--- config.mk ---
export PLATFORM = sky130hd
export DESIGN_NAME = mcpa_back
export DESIGN_NICKNAME = d
export VERILOG_FILES = /design/src/hw/rtl/mcpa_pkg.sv /design/src/hw/rtl/mcpa_back.sv
export VERILOG_INCLUDE_DIRS = /design/src /design/src/hw/rtl
export SDC_FILE = /design/constraint.sdc
export NUM_CORES = 2
export LEC_CHECK = 0
export ABC_AREA = 1
export BUFFER_PORTS_ARGS = -buffer_cell sky130_fd_sc_hd__buf_2
export CAP_MARGIN = 25
export CORE_AREA = 2 2 274 276
export CTS_CLUSTER_SIZE = 16
export DETAILED_ROUTE_END_ITERATION = 8
export DIE_AREA = 0 0 276 278
export GPL_ROUTABILITY_DRIVEN = 0
export PLACE_DENSITY = 0.58
export RECOVER_POWER = 50
export SLEW_MARGIN = 20
export SYNTH_ARGS = -nofsm -noshare
export SYNTH_HDL_FRONTEND = slang
export SYNTH_SLANG_ARGS = --single-unit
--- constraint.sdc ---
create_clock -name i_clk -period 7.3 [get_ports i_clk]
set_input_delay 0 -clock i_clk [delete_from_list [all_inputs] [get_ports i_clk]]
set_output_delay 0 -clock i_clk [all_outputs]
set_load 0.03 [all_outputs]
--- src/hw/rtl/monte_carlo_call_payoff_accumulator_defines.svh ---
// assertion macros shared by the payoff accumulator modules
`ifndef MONTE_CARLO_CALL_PAYOFF_ACCUMULATOR_DEFINES_SVH
`define MONTE_CARLO_CALL_PAYOFF_ACCUMULATOR_DEFINES_SVH

// same-cycle implication, checked out of reset
`define MCPA_ASSERT_NOW(lbl, clk, rst_n, ante, cons, msg) \
    lbl: assert property (@(posedge clk) disable iff (!rst_n) (ante) |-> (cons)) \
        else $error(msg);

// next-cycle implication, checked out of reset
`define MCPA_ASSERT_NEXT(lbl, clk, rst_n, ante, cons, msg) \
    lbl: assert property (@(posedge clk) disable iff (!rst_n) (ante) |=> (cons)) \
        else $error(msg);

`endif

--- src/hw/rtl/mcpa_pkg.sv ---
// shared constants and types of the call payoff accumulator
package mcpa_pkg;

    localparam int COUNT_BITS = 32;
    localparam int SUM_BITS   = 64;
    localparam int Q_DEPTH    = 2;
    localparam int SQ_STEPS   = 8;
    localparam int DIV_STEPS  = SUM_BITS;

    localparam logic [30:0] LOG2E_Q30 = 31'd1549082005;
    localparam logic [29:0] LN2_Q30   = 30'd744261118;
    localparam logic [31:0] ONE_Q30   = 32'd1073741824;
    // reciprocal of six for values below 64
    localparam logic [5:0]  RECIP6    = 6'd43;

    // configuration register indexes
    localparam logic [1:0] REG_GROWTH   = 2'd0;
    localparam logic [1:0] REG_SPREAD   = 2'd1;
    localparam logic [1:0] REG_STRIKE   = 2'd2;
    localparam logic [1:0] REG_DISCOUNT = 2'd3;

    typedef struct packed {
        logic [31:0] growth;
        logic [15:0] spread;
        logic [31:0] strike;
    } t_front_cfg;

    // one finished run handed from front to back
    typedef struct packed {
        logic [SUM_BITS-1:0]   sum;
        logic [COUNT_BITS-1:0] count;
    } t_run;

    typedef enum logic [1:0] {
        BK_IDLE,
        BK_DIV,
        BK_SCALE,
        BK_HOLD
    } t_back_state;

endpackage

--- src/hw/rtl/mcpa_back.sv ---
// back: mean by restoring division, discounting and output register
`include "monte_carlo_call_payoff_accumulator_defines.svh"
module mcpa_back (
    input  logic           i_clk,
    input  logic           i_rst_n,
    input  logic [16:0]    i_discount,
    input  logic           i_q_valid,
    input  mcpa_pkg::t_run i_run,
    output logic           o_pop,
    output logic           o_valid,
    input  logic           i_ready,
    output logic [31:0]    o_price,
    output logic [31:0]    o_count
);
    import mcpa_pkg::*;

    localparam int SW = $clog2(DIV_STEPS);

    t_back_state           r_state;
    t_back_state           n_state;
    logic [COUNT_BITS-1:0] r_rem;
    logic [SUM_BITS-1:0]   r_quo;
    logic [COUNT_BITS-1:0] r_div;
    logic                  r_zero;
    logic [SW-1:0]         r_step;
    logic [48:0]           r_prod;
    logic                  r_out_valid;
    logic [31:0]           r_out_price;
    logic [31:0]           r_out_count;

    logic                  out_free;
    logic                  step_last;
    logic [COUNT_BITS:0]   rem_sh;
    logic                  ge;
    logic [31:0]           mean;

    assign out_free  = !r_out_valid || i_ready;
    assign step_last = (r_step == SW'(DIV_STEPS - 1));
    assign rem_sh    = {r_rem, r_quo[SUM_BITS-1]};
    assign ge        = (rem_sh >= {1'b0, r_div});
    assign mean      = r_zero ? '0 :
                       ((r_quo[SUM_BITS-1:32] != '0) ? '1 : r_quo[31:0]);

    // next state
    always_comb begin
        n_state = r_state;
        case (r_state)
            BK_IDLE:  if (i_q_valid) n_state = BK_DIV;
            BK_DIV:   if (step_last) n_state = BK_SCALE;
            BK_SCALE: n_state = BK_HOLD;
            BK_HOLD:  if (out_free) n_state = BK_IDLE;
            default:  n_state = BK_IDLE;
        endcase
    end

    // state outputs
    always_comb begin
        o_pop = 1'b0;
        case (r_state)
            BK_IDLE: o_pop = i_q_valid;
            default: o_pop = 1'b0;
        endcase
    end

    always_ff @(posedge i_clk) begin
        if (!i_rst_n) begin
            r_state <= BK_IDLE;
        end else begin
            r_state <= n_state;
        end
    end

    // division datapath, one quotient bit a cycle
    always_ff @(posedge i_clk) begin
        case (r_state)
            BK_IDLE: begin
                r_rem  <= '0;
                r_quo  <= i_run.sum;
                r_div  <= i_run.count;
                r_zero <= (i_run.count == '0);
                r_step <= '0;
            end
            BK_DIV: begin
                r_rem  <= ge ? COUNT_BITS'(rem_sh - {1'b0, r_div}) : COUNT_BITS'(rem_sh);
                r_quo  <= {r_quo[SUM_BITS-2:0], ge};
                r_step <= r_step + 1'b1;
            end
            BK_SCALE: begin
                r_prod <= 49'(mean) * 49'(i_discount);
            end
            default: begin
                r_step <= r_step;
            end
        endcase
    end

    // output register
    always_ff @(posedge i_clk) begin
        if (!i_rst_n) begin
            r_out_valid <= 1'b0;
        end else if (r_state == BK_HOLD && out_free) begin
            r_out_valid <= 1'b1;
        end else if (i_ready) begin
            r_out_valid <= 1'b0;
        end
    end

    always_ff @(posedge i_clk) begin
        if (r_state == BK_HOLD && out_free) begin
            r_out_price <= r_prod[48] ? '1 : r_prod[47:16];
            r_out_count <= 32'(r_div);
        end
    end

    assign o_valid = r_out_valid;
    assign o_price = r_out_price;
    assign o_count = r_out_count;

    `MCPA_ASSERT_NOW(a_pop_idle, i_clk, i_rst_n, o_pop, r_state == BK_IDLE, "pop outside idle")
    `MCPA_ASSERT_NEXT(a_div_end, i_clk, i_rst_n, r_state == BK_DIV && step_last, r_state == BK_SCALE, "division overran")
    `MCPA_ASSERT_NEXT(a_start, i_clk, i_rst_n, o_pop, r_state == BK_DIV && r_step == '0, "run not started")

endmodule

# ---- Word level (Yosys, flattened, before mapping)
# Index checks and enable logic that the tools add are counted.
dict set report word_totals {
  regBits 251
}
dict set report op_classes {
  mux 13
  eq_ne 7
  add_sub_neg 2
  n_reduce_logical 9
  magnitude_cmp 1
  mul 1
}
# operator n
set op_table {}
lappend op_table {{64-bit case mux with 2 select lines} 1}
lappend op_table {{32-bit two-way mux} 3}
lappend op_table {{32-bit case mux with 2 select lines} 1}
lappend op_table {{32-bit by 17-bit multiplier with 49-bit output} 1}
lappend op_table {{33-bit by 32-bit >= comparator with 1-bit output} 1}
lappend op_table {{32-bit logical NOT} 1}
lappend op_table {{32-bit nonzero test} 1}
lappend op_table {{32-bit subtractor} 1}
lappend op_table {{6-bit case mux with 2 select lines} 1}
lappend op_table {{2-bit case mux with 4 select lines} 1}
lappend op_table {{6-bit by 1-bit adder with 6-bit output, second input constant} 1}
lappend op_table {{6-bit == test, second input constant} 1}
lappend op_table {{2-bit two-way mux} 3}
lappend op_table {{2-bit inequality test, second input constant} 3}
lappend op_table {{2-bit == test, second input constant} 2}
lappend op_table {{2-bit nonzero test} 2}
lappend op_table {{1-bit two-way mux} 3}
lappend op_table {{3-bit AND reduction} 1}
lappend op_table {{2-bit by 1-bit == test with 1-bit output, second input constant} 1}
lappend op_table {{2-bit logical NOT} 1}
lappend op_table {{1-bit logical AND} 1}
lappend op_table {{1-bit logical NOT} 1}
lappend op_table {{1-bit logical OR} 1}

# ---- Longest topological paths before layout
dict set report logic_depth {
  depth_word 4
  depth_mapped 31
}

# ---- Worst setup path after synthesis
# No wires, ideal clock.
dict set report synth_path {
  kind {register to register}
  from {reg r_quo[62]}
  to {reg r_prod[43] (data pin)}
  path_buffers 1
  stages_incl_launch_ff 29
  setup_slack_ns 1.220
  arrival_ns 5.827
  synth_period_minus_slack_ns 6.080
  cell_sequence {edfxtp_1 -> nor4_1 -> nand4_1 -> nor2_2 -> buf_6 -> a21oi_2 -> clkinv_1 -> nor2_1 -> fa_1 -> inv_1 -> fa_1 -> inv_1 -> fa_1 -> inv_1 -> fa_1 -> fa_1 -> fa_1 -> inv_1 -> ha_1 -> a21oi_1 -> inv_1 -> nor2_1 -> inv_1 -> a21oi_1 -> o21ai_0 -> nand2_1 -> nand3_1 -> nand2_1 -> nand2_1}
}
dict set report synth_between {
  elab_chain_cells 4
}
# item line
set synth_lines {}
lappend synth_lines {{start, declared} mcpa_back.sv:22} ;# logic [SUM_BITS-1:0] r_quo;
lappend synth_lines {{start signal, assigned} mcpa_back.sv:78} ;# r_quo <= i_run.sum;
lappend synth_lines {{start signal, assigned} mcpa_back.sv:85} ;# r_quo <= {r_quo[SUM_BITS-2:0], ge};
lappend synth_lines {{32-bit nonzero test} mcpa_back.sv:42} ;# ((r_quo[SUM_BITS-1:32] != '0) ? '1 : r_quo[31:0]);
lappend synth_lines {{32-bit two-way mux} mcpa_back.sv:42}
lappend synth_lines {{32-bit two-way mux} mcpa_back.sv:41} ;# assign mean = r_zero ? '0 :
lappend synth_lines {{32-bit by 17-bit multiplier with 49-bit output} mcpa_back.sv:89} ;# r_prod <= 49'(mean) * 49'(i_discount);
lappend synth_lines {{end signal, assigned} mcpa_back.sv:89}
lappend synth_lines {{end, declared} mcpa_back.sv:26} ;# logic [48:0] r_prod;
# Every way passes these cells.
# A chain may end at the register's enable or synchronous reset.

# ---- Final worst setup path
dict set report layout_path {
  from {reg r_quo[38]}
  to {reg r_prod[47] (data pin)}
}
# Same word-level chain as after synthesis.

==> impl_metrics.json <==
{
  "slowest_delay_ps": 560,
  "synthesis.nets": 4252,
  "drt_pass1_iterations": 8,
  "final-seq-area_sq_um": 7030,
  "cts_tree": "done",
  "met2_usage": 0.432,
  "drcViolationCount": 11,
  "finalSetupViolCount": 0,
  "port_buffers": 182,
  "setup-tns-final_ps": 0,
  "io_pins": 183,
  "cts_made_buffers": 27,
  "grt_max_degree": 101,
  "rows": 100,
  "violations": "DRC, capacitance limit, slew limit",
  "grt_pass1_vias": 25700,
  "cp_top_family": "adder cells",
  "clockBufferDepth": 3,
  "vias": 23800,
  "critPathCaptureType": "flop",
  "grt_util_met1": 0.291,
  "grt_pass1_wl_um": 142000,
  "syn_to_final_growth_pct": 13.8,
  "hold_class": "primary input to flop",
  "drt_wl_total_um": 89700,
  "hold_viol": 0,
  "cp.arrival_ps": 7350,
  "grt-ovfl-total": 0,
  "fin_skew_ps": 17.6,
  "yosysUniqueCellTypes": 42,
  "rsz0062_at_grt": "yes",
  "crit_slowest_cell": "fa_1",
  "clk_pin_slew_ps": 60,
  "detailed_place_hpwl_um": 72000,
  "min_period_ps": 7040,
  "grt_util_met3": 0.0238,
  "synth_ff_type": "edfxtp_1",
  "multi_input_area_sq_um": 18800,
  "ys_warn_count": 0,
  "min_period_over_period": 0.964,
  "die_w_um": 276,
  "initial_core_util": 0.396,
  "chipHeight_um": 278,
  "syn_inst": 3529,
  "setup.worst_path.start_class": "flop",
  "ant_nets": 0,
  "fillers": 7561,
  "avgRoutedWirePerCell_um": 18.7,
  "die_area_sq_um": 76700,
  "top_usage_layer": "met2",
  "layout.nets": 4533,
  "clk_latency_ps": 560,
  "slew_viol_final": 234,
  "syn-cell-area_sq_um": 29200,
  "yosysSeqAreaShare": 0.241,
  "path_buf_inv": 8,
  "async_flop_share": 0,
  "final_layout_size_suffix_gt1_frac": 0.0747,
  "synth_edf_count": 232,
  "routed_via_density": 4.96,
  "htree_num_levels": 1,
  "tightestPinTransition_ps": 3490,
  "antenna_found_initial": 0,
  "core_sq_um": 73800,
  "fmax_mhz": 142,
  "cts_root_buffer": "clkbuf_16",
  "status": "complete, but fails checks",
  "grt_usage": 0.240,
  "drv_cap": 5,
  "avgSynthCellArea_sq_um": 8.28,
  "cts.sinks": 235,
  "slew_headroom": -1.33,
  "critical_path_class": "flop to flop",
  "diodes": 0,
  "cp.required_ps": 7620,
  "yosys_register_bits": 235,
  "drtIter0Drc": 1625,
  "path_max_fanout": 32
}
-- kinds of logic (layout without fill, tap and decap cells) --
family,Yosys count,after routing,synth area share
buf+inv,900,1202,0.119
fa+ha+maj,606,606,0.375
compound gates,222,222,0.0418
xor+xnor,36,36,0.0108
flops,235,235,0.241
simple gates,1530,1530,0.213
-- cell usage after synthesis, types with 2 or more instances --
library cell / n / area share
o21ai_0: 70 / 0.012
a31oi_1: 2 / 0.00043
buf_4: 4 / 0.0010
clkbuf_1: 61 / 0.0078
nand3_1: 66 / 0.011
nand3b_1: 25 / 0.0064
a21oi_2: 11 / 0.0033
inv_1: 778 / 0.10
nand2_4: 2 / 0.00077
nor2_1: 426 / 0.055
inv_2: 4 / 0.00051
nor2_2: 7 / 0.0015
a21o_1: 4 / 0.0010
nor3_1: 14 / 0.0024
nor3_2: 2 / 0.00069
fa_1: 448 / 0.31
clkinv_1: 12 / 0.0015
buf_6: 8 / 0.0031
ha_1: 158 / 0.068
o21a_1: 4 / 0.0010
o211ai_1: 2 / 0.00051
dfxtp_1: 3 / 0.0021
edfxtp_1: 232 / 0.24
a21oi_1: 113 / 0.019
or2_2: 35 / 0.0075
nand4_1: 22 / 0.0047
buf_2: 25 / 0.0043
o21bai_1: 11 / 0.0028
buf_1: 8 / 0.0010
nand2_1: 902 / 0.12
a21boi_0: 2 / 0.00051
xor2_1: 30 / 0.0090
nor4_1: 20 / 0.0043
nand2_2: 5 / 0.0011
xnor2_1: 6 / 0.0018
-- metal layers --
| layer | wire, um | part of all wire | vias to the layer above |
|---|---|---|---|
| met1 | 35000 | 0.39 | 11600 |
| met4 | 4480 | 0.050 | 0 |
| li1 | - | - | 11100 |
| met3 | 5460 | 0.061 | 220 |
| met2 | 44800 | 0.50 | 830 |
| met5 | 0 | 0 | - |
-- final timing paths --
kind | startpoint | end | slack (ps) | cells past startpoint
max reg2reg | r_quo[38] | r_prod[47] | 260 | 27
min reg2reg | r_div[31] | o_count[31] | 450 | 0
max | r_quo[38] | r_prod[47] | 260 | 27
min | i_run[30] | r_div[30] | 160 | 2
-- cell usage in the layout (no fill, tap or decap), types with 22 or more instances in the layout --
master	n
buf_2	89
fa_1	448
nor2_1	422
clkbuf_1	102
clkbuf_16	27
nand4_1	22
edfxtp_1	232
ha_1	158
a21oi_1	109
or2_2	34
nand3_1	66
xor2_1	30
nand2_1	901
nand3b_1	25
o21ai_0	67
buf_4	70
inv_1	772
dlygate4sd3_1	100
-- state kept, by name, indices dropped and copies added, names as in the netlist, 2 cells and up --
register,cells
o_count,32
o_price,32
r_step,6
r_div,32
r_rem,32
r_quo,64
r_prod,33
r_state,2
-- cell type report --
cell class              instances  area share
clock buffers                  32      0.0209
clock inverters                18     0.00599
inverters                     794      0.0897
multi-input cells            2394       0.564
flip-flops and latches        235       0.211
well taps                     969      0.0365
repair buffers                358      0.0713
-- through the flow --
stage                     utilization  setup WS [ps]  area (sq um)  hold WS (ps)  std cells
after floorplan                     -           1220         29200          98.9       3529
after global placement          0.425            120         31400           194       4646
after detailed placement        0.426            136         31400           194       4647
after CTS                       0.451            117         33300           127       4797
after global routing            0.450          -26.9         33200           148       4800
final                           0.450            262         33200           164       4800
-- repair_timing --
item / CTS / global route
hold endpoints to repair: 104 / 0
endpoints found under the setup margin: 0 / 21
gates resized for setup: 0 / 23
hold buffers: 100 / 0
buffers inserted: 0 / 1
Power is not shown: default switching activity piles up to over one toggle a cycle in this logic, so the estimate is an artifact.
