$ cat src/hw/rtl/monte_carlo_call_payoff_accumulator_defines.svh
// assertion macros shared by the payoff accumulator modules
`ifndef MONTE_CARLO_CALL_PAYOFF_ACCUMULATOR_DEFINES_SVH
`define MONTE_CARLO_CALL_PAYOFF_ACCUMULATOR_DEFINES_SVH

// same-cycle implication, checked out of reset
`define MCPA_ASSERT_NOW(lbl, clk, rst_n, ante, cons, msg) \
    lbl: assert property (@(posedge clk) disable iff (!rst_n) (ante) |-> (cons)) \
        else $error(msg);

// next-cycle implication, checked out of reset
`define MCPA_ASSERT_NEXT(lbl, clk, rst_n, ante, cons, msg) \
    lbl: assert property (@(posedge clk) disable iff (!rst_n) (ante) |=> (cons)) \
        else $error(msg);

`endif

$ cat src/hw/rtl/mcpa_pkg.sv
// shared constants and types of the call payoff accumulator
package mcpa_pkg;

    localparam int COUNT_BITS = 32;
    localparam int SUM_BITS   = 64;
    localparam int Q_DEPTH    = 2;
    localparam int SQ_STEPS   = 8;
    localparam int DIV_STEPS  = SUM_BITS;

    localparam logic [30:0] LOG2E_Q30 = 31'd1549082005;
    localparam logic [29:0] LN2_Q30   = 30'd744261118;
    localparam logic [31:0] ONE_Q30   = 32'd1073741824;
    // reciprocal of six for values below 64
    localparam logic [5:0]  RECIP6    = 6'd43;

    // configuration register indexes
    localparam logic [1:0] REG_GROWTH   = 2'd0;
    localparam logic [1:0] REG_SPREAD   = 2'd1;
    localparam logic [1:0] REG_STRIKE   = 2'd2;
    localparam logic [1:0] REG_DISCOUNT = 2'd3;

    typedef struct packed {
        logic [31:0] growth;
        logic [15:0] spread;
        logic [31:0] strike;
    } t_front_cfg;

    // one finished run handed from front to back
    typedef struct packed {
        logic [SUM_BITS-1:0]   sum;
        logic [COUNT_BITS-1:0] count;
    } t_run;

    typedef enum logic [1:0] {
        BK_IDLE,
        BK_DIV,
        BK_SCALE,
        BK_HOLD
    } t_back_state;

endpackage

$ cat src/hw/rtl/mcpa_fifo.sv
// short queue of finished runs between front and back
`include "monte_carlo_call_payoff_accumulator_defines.svh"
module mcpa_fifo (
    input  logic           i_clk,
    input  logic           i_rst_n,
    input  logic           i_push,
    input  mcpa_pkg::t_run i_run,
    output logic           o_full,
    input  logic           i_pop,
    output logic           o_valid,
    output mcpa_pkg::t_run o_run
);
    import mcpa_pkg::*;

    localparam int PW = (Q_DEPTH > 1) ? $clog2(Q_DEPTH) : 1;
    localparam int CW = $clog2(Q_DEPTH + 1);

    t_run          r_mem [Q_DEPTH];
    logic [PW-1:0] r_wr;
    logic [PW-1:0] r_rd;
    logic [CW-1:0] r_cnt;

    assign o_full  = (r_cnt == CW'(Q_DEPTH));
    assign o_valid = (r_cnt != '0);
    assign o_run   = r_mem[r_rd];

    // storage
    always_ff @(posedge i_clk) begin
        if (i_push) begin
            r_mem[r_wr] <= i_run;
        end
    end

    // pointers and fill count
    always_ff @(posedge i_clk) begin
        if (!i_rst_n) begin
            r_wr  <= '0;
            r_rd  <= '0;
            r_cnt <= '0;
        end else begin
            if (i_push) begin
                r_wr <= (r_wr == PW'(Q_DEPTH - 1)) ? '0 : r_wr + 1'b1;
            end
            if (i_pop) begin
                r_rd <= (r_rd == PW'(Q_DEPTH - 1)) ? '0 : r_rd + 1'b1;
            end
            r_cnt <= r_cnt + CW'(i_push) - CW'(i_pop);
        end
    end

    `MCPA_ASSERT_NOW(a_no_overflow, i_clk, i_rst_n, o_full, !i_push, "push into full queue")
    `MCPA_ASSERT_NOW(a_no_underflow, i_clk, i_rst_n, !o_valid, !i_pop, "pop from empty queue")
    `MCPA_ASSERT_NEXT(a_push_seen, i_clk, i_rst_n, i_push && !i_pop, o_valid, "push lost")

endmodule

$ cat config.mk
export PLATFORM = sky130hd
export DESIGN_NAME = mcpa_fifo
export DESIGN_NICKNAME = d
export VERILOG_FILES = /design/src/hw/rtl/mcpa_pkg.sv /design/src/hw/rtl/mcpa_fifo.sv
export VERILOG_INCLUDE_DIRS = /design/src /design/src/hw/rtl
export SDC_FILE = /design/constraint.sdc
export NUM_CORES = 1
export LEC_CHECK = 0
export BUFFER_PORTS_ARGS = -buffer_cell sky130_fd_sc_hd__buf_2
export CAP_MARGIN = 20
export CORE_MARGIN = 2
export CORE_UTILIZATION = 35
export DETAILED_ROUTE_END_ITERATION = 16
export HOLD_SLACK_MARGIN = 0.02
export PLACE_DENSITY_LB_ADDON = 0.2
export SYNTH_ARGS = -nofsm -noshare
export SYNTH_HDL_FRONTEND = slang
export SYNTH_SLANG_ARGS = --single-unit
$ cat constraint.sdc
create_clock -name i_clk -period 12.7 [get_ports i_clk]
set_input_delay 0.635 -clock i_clk [delete_from_list [all_inputs] [get_ports i_clk]]
set_output_delay 0.635 -clock i_clk [all_outputs]
set_load 0.02 [all_outputs]
== After elaboration in Yosys (flattened, before gate mapping) ==
Memories as Yosys holds them, arrays and structs flattened. A register that Yosys moved wholly into a read port is not among the register bits.
Cells that the tools add are included.
Cells by class
  equal/unequal tests: 1
  reduce and logical (&&, ||, !) cells: 1
  mux-type cells: 6
  add/sub/neg operators: 4
Operators by type and width (count)
  1-bit 2-to-1 mux: 6
  1-bit adder (second input constant): 2
  2-bit by 1-bit adder with 2-bit output: 1
  2-bit == test (second input constant): 1
  2-bit nonzero test: 1
  2-bit by 1-bit subtractor with 2-bit output: 1
Word-level totals
  register bits after elaboration: 4
  output and inout port bits: 98
  logic and storage cells: 16
  RAM bits: 192
  memories: 1
  input bits: 100
Memories
  r_mem: words 2, bits a word 96, read ports 1, clocked after Yosys merged registers in 1, write ports 1, line mcpa_fifo.sv:18  | t_run r_mem [Q_DEPTH];

== Depth between registers and ports, before layout ==
Gate-level depths: netlist (run 1).
  depth in word-level cells: 4
  depth in mapped cells: 6
  depth with buffers taken out: 6

== Worst setup path after synthesis (run 1) ==
No wires, ideal clock.
  path kind: input to register
  from: input port i_push
  to: memory r_mem[0][0] in the netlist's numbering, enable pin
  setup time: 563 ps
  stages: 1
  data arrival time: 4847 ps
  path buffers: 0
  slack: 7289 ps
  data required time: 12137 ps
  path through: nor2b_1
On the way
  word-level cells in the longest chain between the ends: 2
RTL lines
  start: declaration: line mcpa_fifo.sv:6  | input logic i_push,
  1-bit 2-to-1 mux: line mcpa_fifo.sv:29  | if (i_push) begin
  1-bit 2-to-1 mux (implied by the code): line mcpa_fifo.sv:30  | r_mem[r_wr] <= i_run;
  end: declaration: line mcpa_fifo.sv:18
Every way passes these cells.

==> metrics.txt, run 1 <==
Slew Viols, Final 0; CP peak stage delay 0.80 ns; largest net degree at the start of global routing 62; post-layout minimum cycle time 3.31 ns; CTS clk-pin slew, worst paths 0.07 ns; initial antenna violation count 3; Yosys Warn Count 0; DRC 0; worst rel slew slack 38.0%; Final Routed Wirelength 13300 um; Worst R2R Path Depth 2; grt ovf 0; f_max 0.302 GHz; count leader, synth edfxtp_1; Non-Filler Instances 818; Nets 631; Yosys top cell area share 78.4%; TritonCTS Buffers 17; Ports 198; vias in the first global route 3925; Critical Path RT 12.06 ns; storage element area 5870 sq um; first-pass GRT wire length 20300 um; Synth Register Bits 197; number of DRC markers in iteration 0 168; number of placed cells counting well taps 785; met3 GRT Util 5.38%; CTS tree yes; CP max-delay cell buf_4; CP startpoint kind flop; Max VDD drop 0.0928 mV; Synth Flop Type edfxtp_1; Multi-input gate area 1360 sq um; leading post-synthesis cells by cell area edfxtp_1 (78%), mux2_2 (8.6%), mux2_4 (8.2%); Die Wd 149 um; Fillers 1882; count of input and output buffers 197; Commonest cells post-synth edfxtp_1 (192), mux2_2 (56), mux2_4 (40); Pre-antenna DRT Iters 4; share of layout cells above drive strength 1 61.3%; GRT Overall Usage 12.2%; worst skew pair latency 0.42 ns; cell taking the most area after synthesis edfxtp_1; core outline area 20800 sq um; mean number of vias per cell 4.39; Worst EP arrival 2.68 ns; Final period util 26.1%; root buffer cell clkbuf_16; Cell variety after synth 16; final hold vios 0; crit path cell chain buf_4 -> mux2_2 -> buf_2; CP max FO 61; pwr/cell area 162 nW/um^2; Hold Path Depth 1; Post-CTS Setup Bufs 0; Slew @ Worst Pin 0.929 ns; Worst setup EP type output port; per-cell routed wire length 16.3 um; post-CTS sizing 0; Worst Hold Class input pin to flop; Synth async-reset ratio 0%; Vias 3587; syn_nets 422; DP Wirelength 8720 um; Pleak 3.53 nW; met2 usage 18.7%; Setup TNS 0 ns; Syn Inst Count 320; Mapped Area 7360 sq um; Worst Skew 0.00515 ns; CTS Hold Buffers Added 0; Post-synth EDFFs 192; GRT busiest layer met2; clk buf depth 2; clock sink count 197; max_cap viols 0; met1 usage 15.2%; # rows 53; H-tree depth 4; routability cong. 0.675; status complete, no violations; WS Path Type flop to output port; Post-DRT Antenna Nets 0; Initial Utilization 35.3%; sequential-to-total area share from yosys stat 79.7%; Post-Syn Area per Cell 23.0 sq um; DIE AREA 22200 sq um; chip height 149 um; Layout area overhead 25.3%; unrepaired setup endpoints after global routing no; Final Setup Violations 0
## metal layers
metal / share of wire [%] / routed length [um]
met5: 0.16 / 21
met4: 1.4 / 184
met3: 9.4 / 1250
met2: 45 / 6030
met1: 44 / 5860
## logic make-up (layout without fill, tap and decap cells)
group           after synthesis  in the layout  synth area share [%]
compound gates                1              1                 0.102
xor+xnor                      2              2                 0.425
fa+ha+maj                     2              2                 0.340
buf+inv                      13            235                  1.89
flops                       197            197                  79.7
mux                          96             96                  16.7
other cells                   0              1                     0
simple gates                  9              9                 0.765
## sequential cells by signal (all words and copies together), names as in the netlist, named ones only
signal,cells
r_cnt,2
r_mem,192
r_rd,1
r_wr,1
## area by class of cell
| cell class | instances | share of cell area [%] |
|---|---|---|
| Antenna cell | 1 | 0.0271 |
| Clock buffer | 18 | 4.65 |
| Clock inverter | 14 | 2.06 |
| Inverter | 2 | 0.0814 |
| Multi-Input combinational cell | 110 | 14.8 |
| Sequential cell | 197 | 63.7 |
| Tap cell | 275 | 3.73 |
| Timing Repair Buffer | 201 | 11.0 |
## cells in the final DEF (no fill, tap or decap), drive strengths merged
cell type,n
and2,4
buf,201
bufinv,3
clkbuf,18
clkinv,5
dfxtp,5
diode,1
edfxtp,192
ha,2
inv,8
mux2,96
nor2b,4
o21a,1
or2,1
xnor3,1
xor2,1
## worst max-delay path, delay by kind of cell, from the launching register on
kind | cells | cell delay (ns)
buf+inv | 2 | 0.97
flops | 1 | 0.77
mux | 1 | 0.43
## through the flow
stage          setup slack, ns  hold slack, ns  total power [mW]  area, sq um  utilization (%)
2_1_floorplan             7.29           0.555             0.903         7360                -
3_3_place_gp              9.81           0.567             0.958         8600             41.3
3_5_place_dp              9.77           0.573             0.961         8600             41.3
4_1_cts                   9.31           0.371              1.52         9220             44.3
5_1_grt                   9.22           0.375              1.56         9220             44.3
6_report                  9.39           0.399              1.50         9220             44.3
## power breakdown
part	switching [mW]	leakage, nW	internal (mW)
registers	0.0139	1.84	0.751
clock network	0.238	0.305	0.317
logic	0.0986	1.38	0.0791
## worst paths after layout
| kind | startpoint | to | slack, ns |
|---|---|---|---|
| setup reg to reg | r_wr$_SDFFE_PN0P_ | r_mem[1][24]$_DFFE_PP_ | 10.57 |
| setup / recovery | flop | o_run[41] | 9.39 |
| hold / removal | i_run[81] | r_mem[1][81]$_DFFE_PP_ | 0.40 |
| hold reg to reg | r_rd$_SDFFE_PN0P_ | r_rd$_SDFFE_PN0P_ | 0.58 |
(Power assumes the default switching activity.)
==> run 2, diff against run 1 <==
--- a/config.mk
+++ b/config.mk
@@ -6,6 +6,7 @@
 export SDC_FILE = /design/constraint.sdc
 export NUM_CORES = 1
 export LEC_CHECK = 0
+export ABC_AREA = 1
 export BUFFER_PORTS_ARGS = -buffer_cell sky130_fd_sc_hd__buf_2
 export CAP_MARGIN = 20
 export CORE_MARGIN = 2
==> constraint.sdc (replaced) <==
create_clock -name i_clk -period 3.1 [get_ports i_clk]
set_input_delay 0.155 -clock i_clk [delete_from_list [all_inputs] [get_ports i_clk]]
set_output_delay 0.155 -clock i_clk [all_outputs]
set_load 0.02 [all_outputs]
==> run 2 against run 1 <==
  * Critical path depth unchanged
  * Cell count up 14%
  * Via count up 13%
==> metrics.txt, run 2 <==
root buffer cell clkbuf_16; stages on the worst setup path 3; Synth Register Bits 197; Max VDD drop 0.374 mV; final hold vios 0; unrepaired setup endpoints after global routing no; core outline area 20800 sq um; most common cell after layout, fill and taps aside buf_2; largest net degree at the start of global routing 62; sequential-to-total area share from yosys stat 79.8%; most frequent cells in the layout buf_2 (197), edfxtp_1 (192), dlygate4sd3_1 (99); count leader, synth edfxtp_1; Nets 744; chip height 149 um; Vias 4045; Synth async-reset ratio 0%; syn_nets 434; CTS Hold Buffers Added 99; Worst Skew 0.00562 ns; Pre-antenna DRT Iters 4; Top Registers r_mem x192, r_cnt x2; Post-DRT Antenna Nets 0; Cell Area, Placed 8640 sq um; GRT Overall Usage 13.3%; CTS tree yes; CP max FO 43; DRC 0; Hold Path Depth 2; Syn Inst Count 332; Setup TNS 0 ns; Final period util 74.1%; Worst R2R Path Depth 3; Yosys Warn Count 0; Worst R2R Start r_wr$_SDFFE_PN0P_; Worst Hold Class input pin to flop; Die Wd 149 um; Pleak 3.96 nW; WL met1 6120 um; f_max 0.435 GHz; Worst EP arrival 2.14 ns; Ports 198; CP max-delay cell dfxtp_4; Place WS 1.19 ns; status complete, no violations; Final WS setup 0.802 ns; post-layout minimum cycle time 2.30 ns; first-pass GRT wire length 22200 um; top layer in use met4; cell taking the most area after synthesis edfxtp_1; CP startpoint kind flop; initial antenna violation count 0; DR WL met3 990 um; Post-Syn Area per Cell 22.1 sq um; final instance area 10200 sq um; worst hold endpoint r_mem[0][43]$_DFFE_PP_; Worst setup EP type output port; H-tree depth 4; Yosys top cell area share 78.4%; # rows 53; clk buf depth 2; Final Setup Violations 0; routability cong. 0.710; antenna cells 0; CTS clk-pin slew, worst paths 0.07 ns; share of layout cells above drive strength 1 50.8%; worst skew pair latency 0.42 ns; max reg flops 192; WS Path Type flop to output port; Slew @ Worst Pin 0.879 ns; worst r2r dst r_mem[1][80]$_DFFE_PP_; Worst Path Buf+Inv 2; Synth Flop Type edfxtp_1; Critical Path RT 2.94 ns; Layout area overhead 39.0%; leading post-synthesis cells by cell area edfxtp_1 (78%), mux2_2 (8.6%), mux2_4 (8.2%); max_cap viols 0; crit-path leading delay family flip-flops; pwr/cell area 596 nW/um^2; Post-synth EDFFs 192; Slew Viols, Final 0; worst rel slew slack 41.4%; Mapped Area 7350 sq um; clock sink count 197; number of DRC markers in iteration 0 132; post-CTS sizing 0; DIE AREA 22200 sq um; grt ovf 0; Commonest cells post-synth edfxtp_1 (192), mux2_2 (56), mux2_4 (40); mean number of vias per cell 4.35; vias in the first global route 4440; per-cell routed wire length 15.3 um; Cell variety after synth 14; crit path cell chain buf_4 -> mux2_4 -> buf_2; TritonCTS Buffers 17; DR WL met2 6910 um; Final Routed Wirelength 14200 um; DP Wirelength 8930 um; r2r setup slk 1.36 ns; Initial Utilization 35.3%; hold path start i_run[43]; Post-CTS Setup Bufs 0; CP peak stage delay 0.82 ns; Reg with most FFs r_mem; count of input and output buffers 197
-- run 2: cell type report --
| cell class | count | area [sq um] |
|---|---|---|
| Multi-Input combinational cell | 117 | 1340 |
| Clock inverter | 14 | 168 |
| Fill cell | 1788 | 10600 |
| Tap cell | 275 | 344 |
| Timing Repair Buffer | 302 | 2050 |
| Sequential cell | 197 | 5870 |
| Clock buffer | 18 | 429 |
| Inverter | 7 | 28.8 |
-- run 2: cell families after synthesis --
kind of cell             count (synthesis)  synth area share (%)
AO/OA/AOI/OAI                            1                0.0680
buffers and inverters                   18                  2.14
adder cells (fa/ha/maj)                  2                 0.340
AND/OR/NAND/NOR                         18                 0.936
multiplexers                            96                  16.7
flip-flops                             197                  79.8
-- run 2: per-layer routing --
| layer | global-route usage [%] | vias up |
|---|---|---|
| li1 | - | 1914 |
| met1 | 16.1 | 1975 |
| met2 | 22.3 | 139 |
| met3 | 4.43 | 17 |
| met4 | 4.90 | 0 |
| met5 | 0 | - |
-- run 2: per-stage QoR --
step | hold slack [ns] | std cells | utilization [%] | total power, mW
after floorplan | 0.248 | 332 | - | 3.62
after global placement | 0.343 | 799 | 41.5 | 3.84
after detailed placement | 0.346 | 799 | 41.5 | 3.86
after CTS | 0.425 | 930 | 49.1 | 6.19
after global routing | 0.428 | 930 | 49.1 | 6.35
final | 0.444 | 930 | 49.1 | 6.09
-- run 2: where the power goes --
group | switching, mW | internal, mW
Sequential | 0.0515 | 3.08
Clock | 0.991 | 1.22
Combinational | 0.391 | 0.361
-- run 2: worst max-delay path by stage --
stage | startpoint | end | slack (ns)
3_5_place_dp | flop | o_run[4] | 1.19
3_3_place_gp | flop | o_run[76] | 1.20
4_1_cts | flop | o_run[4] | 0.72
6_report | flop | o_run[76] | 0.80
5_1_grt | flop | o_run[10] | 0.64
2_1_floorplan | r_wr$_SDFFE_PN0P_ | r_mem[1][0]$_DFFE_PP_ | 0.32
-- run 2: worst register-to-register path, cell delays in order (launching register included) --
cell	delay, ns
dfxtp_1	0.40
nand2_1	0.13
inv_4	0.41
buf_12	0.35
==> run 3, diff against run 2 <==
--- a/config.mk
+++ b/config.mk
@@ -6,7 +6,7 @@
 export SDC_FILE = /design/constraint.sdc
 export NUM_CORES = 1
 export LEC_CHECK = 0
-export ABC_AREA = 1
+export ABC_AREA = 0
 export BUFFER_PORTS_ARGS = -buffer_cell sky130_fd_sc_hd__buf_2
 export CAP_MARGIN = 20
 export CORE_MARGIN = 2
==> constraint.sdc (replaced) <==
create_clock -name i_clk -period 1.9 [get_ports i_clk]
set_input_delay 0.095 -clock i_clk [delete_from_list [all_inputs] [get_ports i_clk]]
set_output_delay 0.095 -clock i_clk [all_outputs]
set_load 0.02 [all_outputs]
==> run 3 against run 2 <==
  * Cell count down 1.5%
  * Routed wire length decreased by 0.39%
  * Register-to-register slack got worse by 0.81 ns
  * Global-route usage is 0.32 points lower
  * Clock-buffer cell count shrank 1
==> metrics.txt, run 3 (synthesis results as in run 1) <==
Final Setup Violations 0; vias in the first global route 4345; post-layout minimum cycle time 1.75 ns; count of input and output buffers 197; core outline area 20800 sq um; CP startpoint kind flop; status complete, no violations; CTS clk-pin slew, worst paths 0.07 ns; TritonCTS Buffers 17; switching share of power 23.0%; Initial Utilization 35.3%; Layout area overhead 39.7%; Pleak 3.96 nW; share of layout cells above drive strength 1 52.3%; Pre-antenna DRT Iters 4; fin util 49.3%; grt ovf 0; Top Registers r_mem x192, r_cnt x2; antenna cells 0; final hold vios 0; Slew Viols, Final 0; Critical Path RT 1.80 ns; Comb pwr share 14.1%; H-tree depth 4; number of DRC markers in iteration 0 142; first-pass GRT wire length 22100 um; worst rel slew slack 77.3%; most common cell after layout, fill and taps aside buf_2; CP max-delay cell dfxtp_4; Worst Skew 0.00542 ns; Post-DRT Antenna Nets 0; # rows 53; CP max FO 37; Hold WS 0.0559 ns; max_cap viols 0; f_max 0.570 GHz; Final period util 92.3%; per-cell routed wire length 15.5 um; worst skew pair latency 0.42 ns; WS Path Type flop to output port; Die Wd 149 um; GRT Overall Usage 13.0%; clock share of power 35.5%; initial antenna violation count 0; Final Routed Wirelength 14200 um; CTS tree yes; Worst Hold Class input pin to flop; clock sink count 197; CP peak stage delay 0.40 ns; largest net degree at the start of global routing 54; hold path start i_push; mean number of vias per cell 4.32; Worst R2R Path Depth 2; DP Wirelength 8710 um; most frequent cells in the layout buf_2 (197), edfxtp_1 (192), dlygate4sd3_1 (98); unrepaired setup endpoints after global routing no; Ports 198; Max VDD drop 0.572 mV; Switch Pwr 2.31 mW; Vias 3959; Worst R2R Start r_wr$_SDFFE_PN0P_; crit path cell chain buf_12 -> mux2_2 -> buf_2; Flop pwr share 50.4%; DRC 0; Worst setup EP type output port; DIE AREA 22200 sq um; pwr/cell area 982 nW/um^2; clk buf depth 2; Hold Path Depth 3; Nets 733; routability cong. 0.688; Slew @ Worst Pin 0.340 ns; max reg flops 192; Internal 7.77 mW; Reg with most FFs r_mem; Worst EP arrival 1.66 ns; chip height 149 um; root buffer cell clkbuf_16
[run 3: cell count changes in the layout (fill, tap and decap cells not counted), moves of 2 or more]
cell      previous run  this run
and2_1               0         3
inv_8                4         0
nor2b_1              0         3
nand2_1              9         0
buf_12               2         5
clkinv_2             1         3
nor2_1               7         0
inv_1                6         2
buf_4                4         2
[run 3: through the flow]
| stage | setup TNS [ns] | worst slack (ns) | cells | area, sq um | total power [mW] |
|---|---|---|---|---|---|
| after floorplan | -34.61 | -0.275 | 320 | 7370 | 6.02 |
| after global placement | 0 | 0.383 | 787 | 8690 | 6.42 |
| after detailed placement | 0 | 0.356 | 787 | 8690 | 6.45 |
| after CTS | 0 | 0.101 | 916 | 10300 | 10.2 |
| after global routing | 0 | 0.0618 | 916 | 10300 | 10.5 |
| final | 0 | 0.146 | 916 | 10300 | 10.1 |
[run 3: timing repair]
item,CTS,global route
endpoints found under the hold margin,197,0
endpoints found under the setup margin,79,0
hold buffers,98,0
gates resized for setup,1,0
setup buffers,2,0
[run 3: final cells by class]
cell class	count	area, sq um
fillers	1782	10500
flip-flops and latches	197	5870
clock buffers	17	425
inverters	2	7.51
repair buffers	303	2110
multi-input cells	110	1360
well taps	275	344
clock inverters	12	155
[run 3: critical path: cells and delay by family, from the launching register on]
kind / cells / cell delay [ns]
buffers and inverters: 2 / 0.43
DFF: 1 / 0.40
muxes: 1 / 0.40
[run 3: metal layers]
| layer | wire, um | vias up | share of wire [%] | GRT usage (%) |
|---|---|---|---|---|
| met1 | 6190 | 1928 | 44 | 16.0 |
| li1 | - | 1877 | - | - |
| met2 | 6960 | 142 | 49 | 22.2 |
| met5 | 0 | - | 0 | 0 |
| met4 | 147 | 0 | 1.0 | 3.86 |
| met3 | 880 | 12 | 6.2 | 3.85 |
[run 3: power by group through the flow]
stage / clock network (mW) / registers (mW) / logic [mW]
after global routing: 3.84 / 5.10 / 1.53
after floorplan: 0 / 5.16 / 0.856
after global placement: 0 / 5.18 / 1.24
after detailed placement: 0 / 5.19 / 1.26
final: 3.58 / 5.08 / 1.42
after CTS: 3.70 / 5.08 / 1.45
[run 3: path summary, 6_finish.rpt]
kind | end | slack (ns)
max | o_run[87] | 0.15
max reg2reg | r_mem[1][70]$_DFFE_PP_ | 0.55
min | r_wr$_SDFFE_PN0P_ | 0.06
min reg2reg | flop | 0.59
